**src/rtl/epsc_pkg.sv**
```systemverilog
// Shared constants, stage enable type and month table for the epoch-to-calendar pipeline.
`default_nettype none

package epsc_pkg;

    localparam int STAGES = 7;

    typedef logic [STAGES-1:0] stage_en_t;

    localparam logic [16:0] SECS_PER_DAY  = 17'd86400;
    localparam logic [11:0] SECS_PER_HOUR = 12'd3600;
    localparam logic [5:0]  SECS_PER_MIN  = 6'd60;
    localparam logic [8:0]  DAYS_PER_YEAR = 9'd365;
    localparam logic [7:0]  YEAR_BIAS     = 8'd70;
    localparam logic [2:0]  EPOCH_WDAY    = 3'd4;
    localparam logic [8:0]  FEB29_DAY     = 9'd59;
    localparam logic [8:0]  LAST_LOOK_DAY = 9'd364;

    // Rounded-up reciprocals. Each quotient is exact over the operand range it sees.
    localparam logic [24:0] DAY_RECIP   = 25'd25451659;
    localparam int          DAY_SHIFT   = 34;
    localparam logic [15:0] YEAR_RECIP  = 16'd45965;
    localparam int          YEAR_SHIFT  = 24;
    localparam logic [15:0] WEEK_RECIP  = 16'd37450;
    localparam int          WEEK_SHIFT  = 18;
    localparam logic [16:0] HOUR_RECIP  = 17'd74566;
    localparam int          HOUR_SHIFT  = 24;
    localparam logic [12:0] MIN_RECIP   = 13'd4370;
    localparam int          MIN_SHIFT   = 16;

    function automatic logic [8:0] month_start(input logic [3:0] mon);
        logic [8:0] start;
        unique case (mon)
            4'd0:    start = 9'd0;
            4'd1:    start = 9'd31;
            4'd2:    start = 9'd59;
            4'd3:    start = 9'd90;
            4'd4:    start = 9'd120;
            4'd5:    start = 9'd151;
            4'd6:    start = 9'd181;
            4'd7:    start = 9'd212;
            4'd8:    start = 9'd243;
            4'd9:    start = 9'd273;
            4'd10:   start = 9'd304;
            4'd11:   start = 9'd334;
            default: start = 9'd365;
        endcase
        return start;
    endfunction

endpackage

`default_nettype wire

```
**src/rtl/epsc_day_split.sv**
```systemverilog
// Stages one to three: day number, second of the day, weekday and year estimate.
`default_nettype none

module epsc_day_split (
    input  wire logic              clk,
    input  wire epsc_pkg::stage_en_t en,
    input  wire logic [30:0]       epoch_seconds,
    output logic [16:0]            sod,
    output logic [14:0]            day,
    output logic [14:0]            year_est,
    output logic [2:0]             wday
);
    import epsc_pkg::*;

    logic [30:0] s1_secs_reg;
    logic [48:0] s1_prod_reg;
    logic [48:0] s1_prod_next;

    logic [30:0] s2_secs_reg;
    logic [14:0] s2_day_reg;
    logic [30:0] s2_dprod_reg;
    logic [30:0] s2_yprod_reg;
    logic [30:0] s2_wprod_reg;
    logic [14:0] s2_day_next;
    logic [30:0] s2_dprod_next;
    logic [30:0] s2_yprod_next;
    logic [30:0] s2_wprod_next;
    logic [14:0] s2_wsum;

    logic [16:0] s3_sod_reg;
    logic [14:0] s3_day_reg;
    logic [14:0] s3_est_reg;
    logic [2:0]  s3_wday_reg;
    logic [16:0] s3_sod_next;
    logic [14:0] s3_est_next;
    logic [2:0]  s3_wday_next;
    logic [6:0]  years_est;
    logic [4:0]  q4;
    logic        c100;
    logic        c400;
    logic [14:0] wsum3;
    logic [12:0] wquot;

    assign s1_prod_next = 49'(epoch_seconds[30:7]) * 49'(DAY_RECIP);

    always_ff @(posedge clk)
    begin
        if (en[0])
        begin
            s1_secs_reg <= epoch_seconds;
            s1_prod_reg <= s1_prod_next;
        end
    end

    always_comb
    begin
        s2_day_next   = s1_prod_reg[DAY_SHIFT+14:DAY_SHIFT];
        s2_wsum       = s2_day_next + 15'(EPOCH_WDAY);
        s2_dprod_next = 31'(32'(s2_day_next) * 32'(SECS_PER_DAY));
        s2_yprod_next = 31'(s2_day_next) * 31'(YEAR_RECIP);
        s2_wprod_next = 31'(s2_wsum) * 31'(WEEK_RECIP);
    end

    always_ff @(posedge clk)
    begin
        if (en[1])
        begin
            s2_secs_reg  <= s1_secs_reg;
            s2_day_reg   <= s2_day_next;
            s2_dprod_reg <= s2_dprod_next;
            s2_yprod_reg <= s2_yprod_next;
            s2_wprod_reg <= s2_wprod_next;
        end
    end

    // The year estimate folds in the leap days counted from the rough year.
    always_comb
    begin
        s3_sod_next  = 17'(s2_secs_reg - s2_dprod_reg);
        wsum3        = s2_day_reg + 15'(EPOCH_WDAY);
        wquot        = s2_wprod_reg[WEEK_SHIFT+12:WEEK_SHIFT];
        s3_wday_next = 3'(wsum3 - 15'(wquot * 13'd7));
        years_est    = s2_yprod_reg[YEAR_SHIFT+6:YEAR_SHIFT];
        q4           = 5'((8'(years_est) + 8'd1) >> 2);
        c100         = (6'(q4) + 6'd17) >= 6'd25;
        c400         = 1'((3'(c100) + 3'd3) >> 2);
        s3_est_next  = s2_day_reg - 15'(q4) + 15'(c100) - 15'(c400);
    end

    always_ff @(posedge clk)
    begin
        if (en[2])
        begin
            s3_sod_reg  <= s3_sod_next;
            s3_day_reg  <= s2_day_reg;
            s3_est_reg  <= s3_est_next;
            s3_wday_reg <= s3_wday_next;
        end
    end

    assign sod      = s3_sod_reg;
    assign day      = s3_day_reg;
    assign year_est = s3_est_reg;
    assign wday     = s3_wday_reg;

endmodule

`default_nettype wire

```
**src/rtl/epsc_clock.sv**
```systemverilog
// Stages four to seven: hour, minute and second from the second of the day.
`default_nettype none

module epsc_clock (
    input  wire logic              clk,
    input  wire epsc_pkg::stage_en_t en,
    input  wire logic [16:0]       sod,
    output logic [5:0]             second,
    output logic [5:0]             minute,
    output logic [4:0]             hour
);
    import epsc_pkg::*;

    logic [29:0] s4_hprod_reg;
    logic [16:0] s4_sod_reg;
    logic [4:0]  s5_hour_reg;
    logic [11:0] s5_rem_reg;
    logic [4:0]  s5_hour_next;
    logic [11:0] s5_rem_next;
    logic [22:0] s6_mprod_reg;
    logic [11:0] s6_rem_reg;
    logic [4:0]  s6_hour_reg;
    logic [5:0]  s7_sec_reg;
    logic [5:0]  s7_min_reg;
    logic [4:0]  s7_hour_reg;
    logic [5:0]  s7_min_next;

    always_ff @(posedge clk)
    begin
        if (en[3])
        begin
            s4_hprod_reg <= 30'(sod[16:4]) * 30'(HOUR_RECIP);
            s4_sod_reg   <= sod;
        end
    end

    always_comb
    begin
        s5_hour_next = s4_hprod_reg[HOUR_SHIFT+4:HOUR_SHIFT];
        s5_rem_next  = 12'(s4_sod_reg - 17'(17'(s5_hour_next) * 17'(SECS_PER_HOUR)));
    end

    always_ff @(posedge clk)
    begin
        if (en[4])
        begin
            s5_hour_reg <= s5_hour_next;
            s5_rem_reg  <= s5_rem_next;
        end
    end

    always_ff @(posedge clk)
    begin
        if (en[5])
        begin
            s6_mprod_reg <= 23'(s5_rem_reg[11:2]) * 23'(MIN_RECIP);
            s6_rem_reg   <= s5_rem_reg;
            s6_hour_reg  <= s5_hour_reg;
        end
    end

    assign s7_min_next = s6_mprod_reg[MIN_SHIFT+5:MIN_SHIFT];

    always_ff @(posedge clk)
    begin
        if (en[6])
        begin
            s7_min_reg  <= s7_min_next;
            s7_sec_reg  <= 6'(s6_rem_reg - 12'(12'(s7_min_next) * 12'(SECS_PER_MIN)));
            s7_hour_reg <= s6_hour_reg;
        end
    end

    assign second = s7_sec_reg;
    assign minute = s7_min_reg;
    assign hour   = s7_hour_reg;

endmodule

`default_nettype wire

```
**src/rtl/epsc_date.sv**
```systemverilog
// Stages four to seven: year, day of the year, month and day of the month.
`default_nettype none

module epsc_date (
    input  wire logic              clk,
    input  wire epsc_pkg::stage_en_t en,
    input  wire logic [14:0]       day,
    input  wire logic [14:0]       year_est,
    input  wire logic [2:0]        wday,
    output logic [4:0]             month_day,
    output logic [3:0]             month,
    output logic [7:0]             years_since_1900,
    output logic [2:0]             week_day,
    output logic [8:0]             year_day
);
    import epsc_pkg::*;

    logic [30:0] s4_yprod_reg;
    logic [14:0] s4_day_reg;
    logic [2:0]  s4_wday_reg;

    logic [6:0]  s5_year_reg;
    logic [8:0]  s5_yday_reg;
    logic        s5_leap_reg;
    logic [2:0]  s5_wday_reg;
    logic [6:0]  s5_year_next;
    logic [8:0]  s5_yday_next;
    logic        s5_leap_next;
    logic [4:0]  lq;
    logic        lc;
    logic        lf;

    logic [8:0]  s6_look_reg;
    logic [8:0]  s6_dom_reg;
    logic [3:0]  s6_mon_reg;
    logic [6:0]  s6_year_reg;
    logic [8:0]  s6_yday_reg;
    logic [2:0]  s6_wday_reg;
    logic [8:0]  s6_look_next;
    logic [8:0]  s6_dom_next;

    logic [4:0]  s7_mday_reg;
    logic [3:0]  s7_mon_reg;
    logic [7:0]  s7_year_reg;
    logic [2:0]  s7_wday_reg;
    logic [8:0]  s7_yday_reg;
    logic [3:0]  s7_mon_next;

    always_ff @(posedge clk)
    begin
        if (en[3])
        begin
            s4_yprod_reg <= 31'(year_est) * 31'(YEAR_RECIP);
            s4_day_reg   <= day;
            s4_wday_reg  <= wday;
        end
    end

    // Exact leap days before the year, and whether the year itself is a leap year.
    always_comb
    begin
        s5_year_next = s4_yprod_reg[YEAR_SHIFT+6:YEAR_SHIFT];
        lq           = 5'((8'(s5_year_next) + 8'd1) >> 2);
        lc           = (6'(lq) + 6'd17) >= 6'd25;
        lf           = 1'((3'(lc) + 3'd3) >> 2);
        s5_yday_next = 9'(s4_day_reg - 15'(lq) + 15'(lc) - 15'(lf)
                          - 15'(15'(s5_year_next) * 15'(DAYS_PER_YEAR)));
        s5_leap_next = ((s5_year_next - 7'({lq, 2'b00})) == 7'd2)
                       && (((8'(lq) - 8'(8'(lc) * 8'd25)) != 8'd7)
                           || ((3'(lc) - 3'({lf, 2'b00})) == 3'd0));
    end

    always_ff @(posedge clk)
    begin
        if (en[4])
        begin
            s5_year_reg <= s5_year_next;
            s5_yday_reg <= s5_yday_next;
            s5_leap_reg <= s5_leap_next;
            s5_wday_reg <= s4_wday_reg;
        end
    end

    // In a leap year the month lookup runs one day behind from February 29 on.
    always_comb
    begin
        s6_look_next = s5_yday_reg;
        s6_dom_next  = s5_yday_reg;
        if (s5_leap_reg && (s5_yday_reg >= FEB29_DAY))
        begin
            s6_look_next = s5_yday_reg - 9'd1;
            if (s6_look_next >= FEB29_DAY)
            begin
                s6_dom_next = s5_yday_reg - 9'd1;
            end
        end
        if (s6_look_next > LAST_LOOK_DAY)
        begin
            s6_look_next = LAST_LOOK_DAY;
        end
    end

    always_ff @(posedge clk)
    begin
        if (en[5])
        begin
            s6_look_reg <= s6_look_next;
            s6_dom_reg  <= s6_dom_next;
            s6_mon_reg  <= s6_look_next[8:5];
            s6_year_reg <= s5_year_reg;
            s6_yday_reg <= s5_yday_reg;
            s6_wday_reg <= s5_wday_reg;
        end
    end

    assign s7_mon_next = s6_mon_reg
                         + 4'(month_start(s6_mon_reg + 4'd1) <= s6_look_reg);

    always_ff @(posedge clk)
    begin
        if (en[6])
        begin
            s7_mon_reg  <= s7_mon_next;
            s7_mday_reg <= 5'(s6_dom_reg - month_start(s7_mon_next) + 9'd1);
            s7_year_reg <= 8'(s6_year_reg) + YEAR_BIAS;
            s7_wday_reg <= s6_wday_reg;
            s7_yday_reg <= s6_yday_reg;
        end
    end

    assign month_day        = s7_mday_reg;
    assign month            = s7_mon_reg;
    assign years_since_1900 = s7_year_reg;
    assign week_day         = s7_wday_reg;
    assign year_day         = s7_yday_reg;

endmodule

`default_nettype wire

```
**src/rtl/epoch_seconds_to_calendar.sv**
```systemverilog
// Top level: seven-stage pipeline from seconds since 1970 to UTC calendar fields.
// An accepted input beat reaches the output after passing through every stage register in order.
// Throughput is one beat per cycle unless out_ready stalls; each stage holds one item and a bubble is filled at once.
// The depth is set by the chain of constant divisions: day, year, hour and minute.
// Reset clears the stage valid bits only; the data registers are not reset.
`default_nettype none

module epoch_seconds_to_calendar (
    input  wire logic        clk,
    input  wire logic        rst_n,
    input  wire logic        in_valid,
    output logic             in_ready,
    input  wire logic [30:0] epoch_seconds,
    output logic             out_valid,
    input  wire logic        out_ready,
    output logic [5:0]       second,
    output logic [5:0]       minute,
    output logic [4:0]       hour,
    output logic [4:0]       month_day,
    output logic [3:0]       month,
    output logic [7:0]       years_since_1900,
    output logic [2:0]       week_day,
    output logic [8:0]       year_day
);
    import epsc_pkg::*;

    stage_en_t   adv;
    stage_en_t   valid_reg;
    stage_en_t   valid_next;
    logic [16:0] sod;
    logic [14:0] day;
    logic [14:0] year_est;
    logic [2:0]  wday;

    // A stage advances when it is empty or the stage after it advances.
    always_comb
    begin
        adv[STAGES-1] = !valid_reg[STAGES-1] || out_ready;
        for (int i = STAGES - 2; i >= 0; i--)
        begin
            adv[i] = !valid_reg[i] || adv[i+1];
        end
        valid_next = valid_reg;
        for (int i = 0; i < STAGES; i++)
        begin
            if (adv[i])
            begin
                valid_next[i] = (i == 0) ? in_valid : valid_reg[(i == 0) ? 0 : i - 1];
            end
        end
    end

    always_ff @(posedge clk or negedge rst_n)
    begin
        if (!rst_n)
        begin
            valid_reg <= '0;
        end
        else
        begin
            valid_reg <= valid_next;
        end
    end

    assign in_ready  = adv[0];
    assign out_valid = valid_reg[STAGES-1];

    epsc_day_split u_day_split (
        .clk           (clk),
        .en            (adv),
        .epoch_seconds (epoch_seconds),
        .sod           (sod),
        .day           (day),
        .year_est      (year_est),
        .wday          (wday)
    );

    epsc_clock u_clock (
        .clk    (clk),
        .en     (adv),
        .sod    (sod),
        .second (second),
        .minute (minute),
        .hour   (hour)
    );

    epsc_date u_date (
        .clk              (clk),
        .en               (adv),
        .day              (day),
        .year_est         (year_est),
        .wday             (wday),
        .month_day        (month_day),
        .month            (month),
        .years_since_1900 (years_since_1900),
        .week_day         (week_day),
        .year_day         (year_day)
    );

    a_time_range: assert property (@(posedge clk) disable iff (!rst_n)
        out_valid |-> (second < 6'd60) && (minute < 6'd60) && (hour < 5'd24))
        else $error("time of day out of range");

    a_date_range: assert property (@(posedge clk) disable iff (!rst_n)
        out_valid |-> (month < 4'd12) && (month_day != 5'd0) && (year_day < 9'd366)
                      && (week_day < 3'd7))
        else $error("calendar date out of range");

    a_year_range: assert property (@(posedge clk) disable iff (!rst_n)
        out_valid |-> (years_since_1900 >= 8'd70) && (years_since_1900 <= 8'd138))
        else $error("year out of range");

    a_no_backpressure: assert property (@(posedge clk) disable iff (!rst_n)
        out_ready |-> in_ready)
        else $error("pipeline stalled while output side is ready");

endmodule

`default_nettype wire
```
**config.mk**
```make
export PLATFORM = sky130hd
export DESIGN_NAME = epoch_seconds_to_calendar
export DESIGN_NICKNAME = d
export VERILOG_FILES = /design/src/rtl/epsc_pkg.sv /design/src/rtl/epsc_day_split.sv /design/src/rtl/epsc_clock.sv /design/src/rtl/epsc_date.sv /design/src/rtl/epoch_seconds_to_calendar.sv
export SDC_FILE = /design/constraint.sdc
export NUM_CORES = 2
export LEC_CHECK = 0
export ABC_AREA = 1
export ABC_CLOCK_PERIOD_IN_PS = 5500
export BUFFER_PORTS_ARGS = -buffer_cell sky130_fd_sc_hd__buf_2
export CORE_ASPECT_RATIO = 0.75
export CORE_MARGIN = 2
export CORE_UTILIZATION = 40
export DETAILED_ROUTE_END_ITERATION = 12
export SYNTH_ARGS = -nofsm -noshare
export SYNTH_HDL_FRONTEND = slang
export SYNTH_HIERARCHICAL = 1
export SYNTH_SLANG_ARGS = --single-unit
```
**constraint.sdc**
```tcl
create_clock -name clk -period 5.5 [get_ports clk]
set_input_delay 0.275 -clock clk [delete_from_list [all_inputs] [get_ports clk]]
set_output_delay 0.275 -clock clk [all_outputs]
set_load 0.01 [all_outputs]
```
==> metrics.md <==
| Metric | Value |
|---|---|
| Met1 Usage GRT | 30.1% |
| Post-synth net total | 5678 |
| Endpoints failing hold | 0 |
| CP startpoint kind | flop |
| Final instance area | 45100 sq um |
| Placed cell area | 43700 sq um |
| Crit Path Max Fanout | 2 |
| Clk_lat worst skew | 0.58 ns |
| H-tree lvl count | 2 |
| Die Y | 280 um |
| Via count of the first global-routing pass | 29.5k |
| Wire length of the first global-routing pass | 159 mm |
| Reg2Reg Depth | 24 |
| Layout cell share with drive strength beyond 1 | 7.92% |
| Inserted Diodes | 0 |
| DP HPWL | 85.3 mm |
| Die Wd | 372 um |
| Final period util | 96.0% |
| Hold Path Depth | 1 |
| GPL Wtd Cong | 0.950 |
| CP required | 5.80 ns |
| Cell area after synthesis | 40600 sq um |
| DRC errors left | 0 |
| Fmax | 189 MHz |
| Slowest-stage cell, CP | fa_1 |
| Worst-margin pin slew | 1.11 ns |
| Vias | 28.7k |
| Clk root buf | clkbuf_16 |
| Clock buffer depth | 3 |
| Slew Viols, Final | 0 |
| Fin Hold WS | 0.0836 ns |
| Clk slew on worst S/H paths | 0.09 ns |
| Total GRT Usage | 19.3% |
| RSZ-0062 raised after global routing | true |
| Final #Nets | 5957 |
| Mapped Cells | 4359 |
| Endpoints failing setup | 0 |
| CTS tree | yes |
| CP Capture Type | flop |
| I/O pin count | 83 |
| Initial antenna violation count | 0 |
| Number of filler instances in the final layout | 9828 |
| Final core occ | 44.7% |
| Slowest stage delay, CP | 0.60 ns |
| Rel. slew slack | 25.5% |
| Mapped Avg Cell Area | 9.31 sq um |
| TritonCTS Buffers | 35 |
| Setup TNS | 0 ns |
| Routed vias/inst | 4.79 |
| Final WL | 97.6 mm |
| Iter 0 DRT Violations | 1687 |
| Tightest Hold Check Type | primary input to flop |
| Worst setup path class | flop to flop |
| Area Overhead vs Synth | 11.1% |
| Status | completed |
| Synth Warn # | 6 |
| Clock skew | 0.0473 ns |
| Largest net degree at the start of global routing | 53 |
| Worst EP arrival | 5.58 ns |
| Port Buffers | 82 |
| Grt ovf | 0 |
| Max cap viols | 0 |
| Pre-antenna DRT Iters | 6 |
| Die area | 104000 sq um |
| CTS Sinks | 303 |
| Placeable Area | 101000 sq um |
| Busiest metal layer after global routing | met1 |
| GR Util met2 | 28.1% |
| Initial core utilization | 40.2% |
| Detail Route Antenna Nets | 0 |
| DR WL/cell | 16.3 um |
| Worst path cell trace | buf_6 -> ha_1 -> inv_1 -> nor2_4 -> nand2_2 -> nor2_4 -> xor2_2 -> ha_1 -> ha_1 -> ha_1 -> fa_1 -> inv_1 -> fa_1 -> inv_1 -> fa_1 -> ha_4 -> a21oi_2 -> o21ai_0 -> nand2_1 -> o211ai_1 -> nor2_2 -> inv_1 -> nand2_1 -> nand2_1 |
| GR Layer Usage met3 | 3.93% |
| Row Count | 101 |
| Tmin final | 5.28 ns |
[through the flow]
step | cells | worst slack [ns]
final | 5998 | 0.218
after floorplan | 4359 | 0.411
after global placement | 5917 | -0.0850
after global routing | 5998 | -0.0443
after detailed placement | 5917 | -0.121
after CTS | 5984 | 0.0602
[per-layer routing]
layer / vias up / share of wire (%)
li1: 14424 / -
met1: 13619 / 53
met2: 621 / 40
met3: 71 / 6.5
met4: 0 / 0.93
met5: - / 0
[worst max-delay path: cells and delay by family (launching register included)]
kind | cells | cell delay (ns)
adders and majority gates | 8 | 2.90
and+or+nand+nor | 7 | 0.77
buffers and inverters | 5 | 0.42
DFF | 1 | 0.36
AOI/OAI and AO/OA | 3 | 0.32
xor gates and xnor gates | 1 | 0.22
[timing repair]
action	in CTS	in global routing
hold buffers	8	0
endpoints found under the hold margin	14	0
cloned	0	0
gates resized for setup	0	23
pin swaps	0	5
setup buffers	1	14
endpoints found under the setup margin	1	11
[worst paths after layout]
kind                                             start                            to  slack [ns]
max in group asynchronous                        rst_n                  valid_reg[0]        5.19
min reg2reg                 u_day_split/s1_secs_reg[9]    u_day_split/s2_secs_reg[9]        0.42
min in group asynchronous                        rst_n                  valid_reg[6]        0.13
max                        u_day_split/s1_prod_reg[40]  u_day_split/s2_wprod_reg[20]        0.22
min                                   epoch_seconds[9]    u_day_split/s1_secs_reg[9]        0.08
max reg2reg                u_day_split/s1_prod_reg[40]  u_day_split/s2_wprod_reg[20]        0.22
[layout make-up]
| type | count | area (sq um) | area share (%) |
|---|---|---|---|
| Sequential cell | 303 | 9060 | 20.1 |
| Multi-Input combinational cell | 2944 | 27500 | 60.9 |
| Inverter | 1111 | 4170 | 9.25 |
| Clock buffer | 43 | 926 | 2.05 |
| Clock inverter | 15 | 126 | 0.280 |
| Tap cell | 1339 | 1680 | 3.72 |
| Timing Repair Buffer | 243 | 1650 | 3.67 |
[layout by cell type, fill, tap and decap left out, types with 5 or more instances in the layout]
master	count
inv_1	1098
ha_1	864
nand2_1	676
fa_1	415
edfxtp_1	296
nor2_1	212
a21oi_1	181
buf_4	150
nand3_1	127
o21ai_0	99
buf_2	82
xor2_1	72
xnor2_1	50
nand4_1	49
clkbuf_16	35
nor3_1	30
o21bai_1	18
a21o_1	18
nand2_2	16
inv_2	11
or2_2	10
nor4_1	9
dlygate4sd3_1	8
o211ai_1	8
nor2_2	8
nor2_4	7
o21ai_1	7
nand3b_1	7
dfrtp_1	7
clkbuf_1	6
a31oi_1	6
o21a_1	6
clkinv_2	5
xor2_2	5
ha_4	5
Power is not shown: default switching activity piles up to over one toggle a cycle in this logic, so the estimate is an artifact.
